**config.mk**
```make
export PLATFORM = sky130hd
export DESIGN_NAME = ljp_ram
export DESIGN_NICKNAME = d
export VERILOG_FILES = /design/src/hdl/ljp_ram.sv
export SDC_FILE = /design/constraint.sdc
export NUM_CORES = 1
export LEC_CHECK = 0
export BUFFER_PORTS_ARGS = -buffer_cell sky130_fd_sc_hd__buf_2
export CORE_AREA = 2 2 96 98
export DETAILED_ROUTE_END_ITERATION = 12
export DIE_AREA = 0 0 98 100
export GPL_TIMING_DRIVEN = 0
export PLACE_DENSITY = 0.72
export SETUP_SLACK_MARGIN = 0.1
export SLEW_MARGIN = 40
export SYNTH_ARGS = -nofsm -noshare
export SYNTH_HDL_FRONTEND = slang
export SYNTH_SLANG_ARGS = --single-unit
```
**constraint.sdc**
```tcl
create_clock -name clk -period 6.3 [get_ports clk]
set_input_delay 1.89 -clock clk [delete_from_list [all_inputs] [get_ports clk]]
set_output_delay 1.89 -clock clk [all_outputs]
set_load 0.01 [all_outputs]
```
**src/hdl/ljp_ram.sv**
```systemverilog
// ljp_ram: generic single-write, single-read RAM with registered read data.
// No dependencies.
`default_nettype none
module ljp_ram #(
  parameter int WIDTH = 32,
  parameter int DEPTH = 2
) (
  input  wire logic                     clk,
  input  wire logic                     we,
  input  wire logic [$clog2(DEPTH)-1:0] waddr,
  input  wire logic [WIDTH-1:0]         wdata,
  input  wire logic                     re,
  input  wire logic [$clog2(DEPTH)-1:0] raddr,
  output      logic [WIDTH-1:0]         rdata
);

  logic [WIDTH-1:0] mem [DEPTH];
  logic [WIDTH-1:0] rdata_r;

  always_ff @(posedge clk) begin
    if (we) begin
      mem[waddr] <= wdata;
    end
    if (re) begin
      rdata_r <= mem[raddr];
    end
  end

  assign rdata = rdata_r;

endmodule
`default_nettype wire

```
==> results.cfg <==
[synthesis]
yosysMostFrequentCell = edfxtp_1
synthCells = 134
yosysSeqAreaShare_pct = 83.8
yosys_register_bits = 96
ys.flop_type = edfxtp_1
synth_top_area_share_pct = 83.8
synth.area.top_cells = edfxtp_1 (84%), mux2_4 (13%), buf_12 (1.7%)
yosysTopAreaCell = edfxtp_1
syn_avg_cell_area_um2 = 25.7
synthTopCellsByCount = edfxtp_1 (96), mux2_4 (30), buf_12 (3), mux2_2 (2)
synth.distinct_cells = 7
netlist_area_mm2 = 0.00344
ys_warn_count = 0
async_flop_share_pct = 0
synth_edf_count = 96
syn-num-nets = 171

[power]
p_leak_uw = 0.00159
p_sw_share_pct = 20.3
clkPwrFrac_pct = 30.8
peakVddDrop_uv = 99.2
power.switching_uw = 252
internal-power_uw = 990
power-per-cell-area_mw_per_mm2 = 298
pwr-share-seq_pct = 61.5
combinationalPowerShare_pct = 7.7

[clocking]
cts_setup_buffers = 0
cts-root-buf = clkbuf_8
h-tree-depth = 3
hold_buffers = 0
cts_tree = built
numCtsBuffers = 9
clock-sinks = 96
clock_path_buffers = 2
clk_pin_slew_ps = 100
post_cts_resized = 0
clk_latency_ps = 350

[detailed_routing]
drtPass1Iterations = 3
wl_um = 5090
vias = 1483
drc_errors = 0
drtIter0Drc = 29
wl_per_cell_um = 15.4
viasPerCell = 4.49
ant_nets = 0

[critical_path]
worst_setup_path_start_kind = flop
worst-path-max-fanout = 1
critPathSlowestCell = edfxtp_1
crit_family = flip-flops
worstSetupPathType = reg -> out
worstPathRequired_ps = 4410
worst-path-buf-inv = 1
path_cells = buf_2
arrival_ps = 880
crit_path_max_incr_delay_ps = 390
crit_path_end_kind = output port

[sta]
worstMarginPinSlew_ps = 715
finalMaxSlewViolations = 0
min_period_ps = 2770
clock_skew_ps = 11.1
rsz0062_at_grt = false
timing.fmax_mhz = 361
setup_violations = 0
relSlewSlack_pct = 52.4
period_share_pct = 43.9
setup_tns_ps = 0
hold_viol_final = 0

[global_routing]
antenna_found_initial = 0
grt_max_degree = 33
grt_pass1_wl_um = 8050
gr-usage-all-layers_pct = 11.1
gr-total-overflow = 0
grt_pass1_vias = 1551

[layout]
area_growth_pct = 21.1
antenna_cells = 0
final_util_pct = 46.9
nets = 251
regArea_mm2 = 0.00288
drive_above_1_share_pct = 55.3
fill_cells = 773
multiInputGateArea_um2 = 494

[floorplan]
die_w_um = 98
rows = 35
die_h_um = 100
fp.dieArea_mm2 = 0.00980
initial_core_util_pct = 38.7
fp.coreArea_mm2 = 0.00889
io_pins = 69

[placement]
io_buffers = 67
globalplace.congestion = 0.667
hpwl_um = 3510

[job]
max_cap_viol_count = 0

[run_status]
status = finished clean

[hold_path]
min_path_type = reg -> reg
[registers in the layout (all words and copies together), names as in the netlist]
register,flops
mem,64
rdata,32
[per-stage QoR]
stage	hold WS (ps)	setup WS, ps	cell area, um^2	power [uW]	cells
6_report	547	3530	4170	1240	330
5_1_grt	567	3470	4170	1300	330
4_1_cts	554	3500	4170	1260	330
3_5_place_dp	533	3260	3980	878	314
3_3_place_gp	525	1700	3910	868	312
2_1_floorplan	523	2530	3440	831	134
[layout make-up]
cell class / count / share of cell area, %
clock inverters: 5 / 1.35
plain buffers: 4 / 1.71
multi-input cells: 34 / 11.9
flip-flops and latches: 96 / 69.2
well taps: 111 / 3.33
clock buffers: 11 / 3.15
repair buffers: 69 / 9.37
[metal layers]
layer / share of wire, % / vias up / global-route usage (%)
li1: - / 693 / -
met1: 40 / 731 / 12.2
met2: 52 / 44 / 19.0
met3: 4.8 / 15 / 3.20
met4: 3.5 / 0 / 6.94
met5: 0 / - / 0
[worst paths after layout]
path,cells after the start,end,start,slack (ps)
max,1,rdata[5],rdata[5]$_DFFE_PP_,3530
min,1,rdata[30]$_DFFE_PP_,mem[0][30]$_DFFE_PP_,550
max reg2reg,1,rdata[26]$_DFFE_PP_,mem[1][26]$_DFFE_PP_,5390
min reg2reg,1,rdata[30]$_DFFE_PP_,mem[0][30]$_DFFE_PP_,550
[cells in the final DEF, fill, tap and decap left out, types with 2 or more instances in the layout]
cell type and n:
clkinv_2 2, edfxtp_1 96, clkbuf_8 9, mux2_2 2, buf_16 2, clkbuf_1 2, mux2_4 30, buf_2 67
buf_12 3
[power by group through the flow]
stage | clock network (uW) | registers, uW | logic, uW
after floorplan | 0 | 787 | 44.4
after global placement | 0 | 778 | 89.8
after detailed placement | 0 | 780 | 97.8
after CTS | 397 | 765 | 97.8
after global routing | 425 | 769 | 103
final | 382 | 764 | 95.6
[cell families after synthesis]
kind of cell	after synthesis	share of synthesized area, %
AND/OR/NAND/NOR	2	0.364
buffers and inverters	4	2.07
multiplexers	32	13.8
flip-flops	96	83.8
No activity file was read; power rests on OpenSTA's default activity.
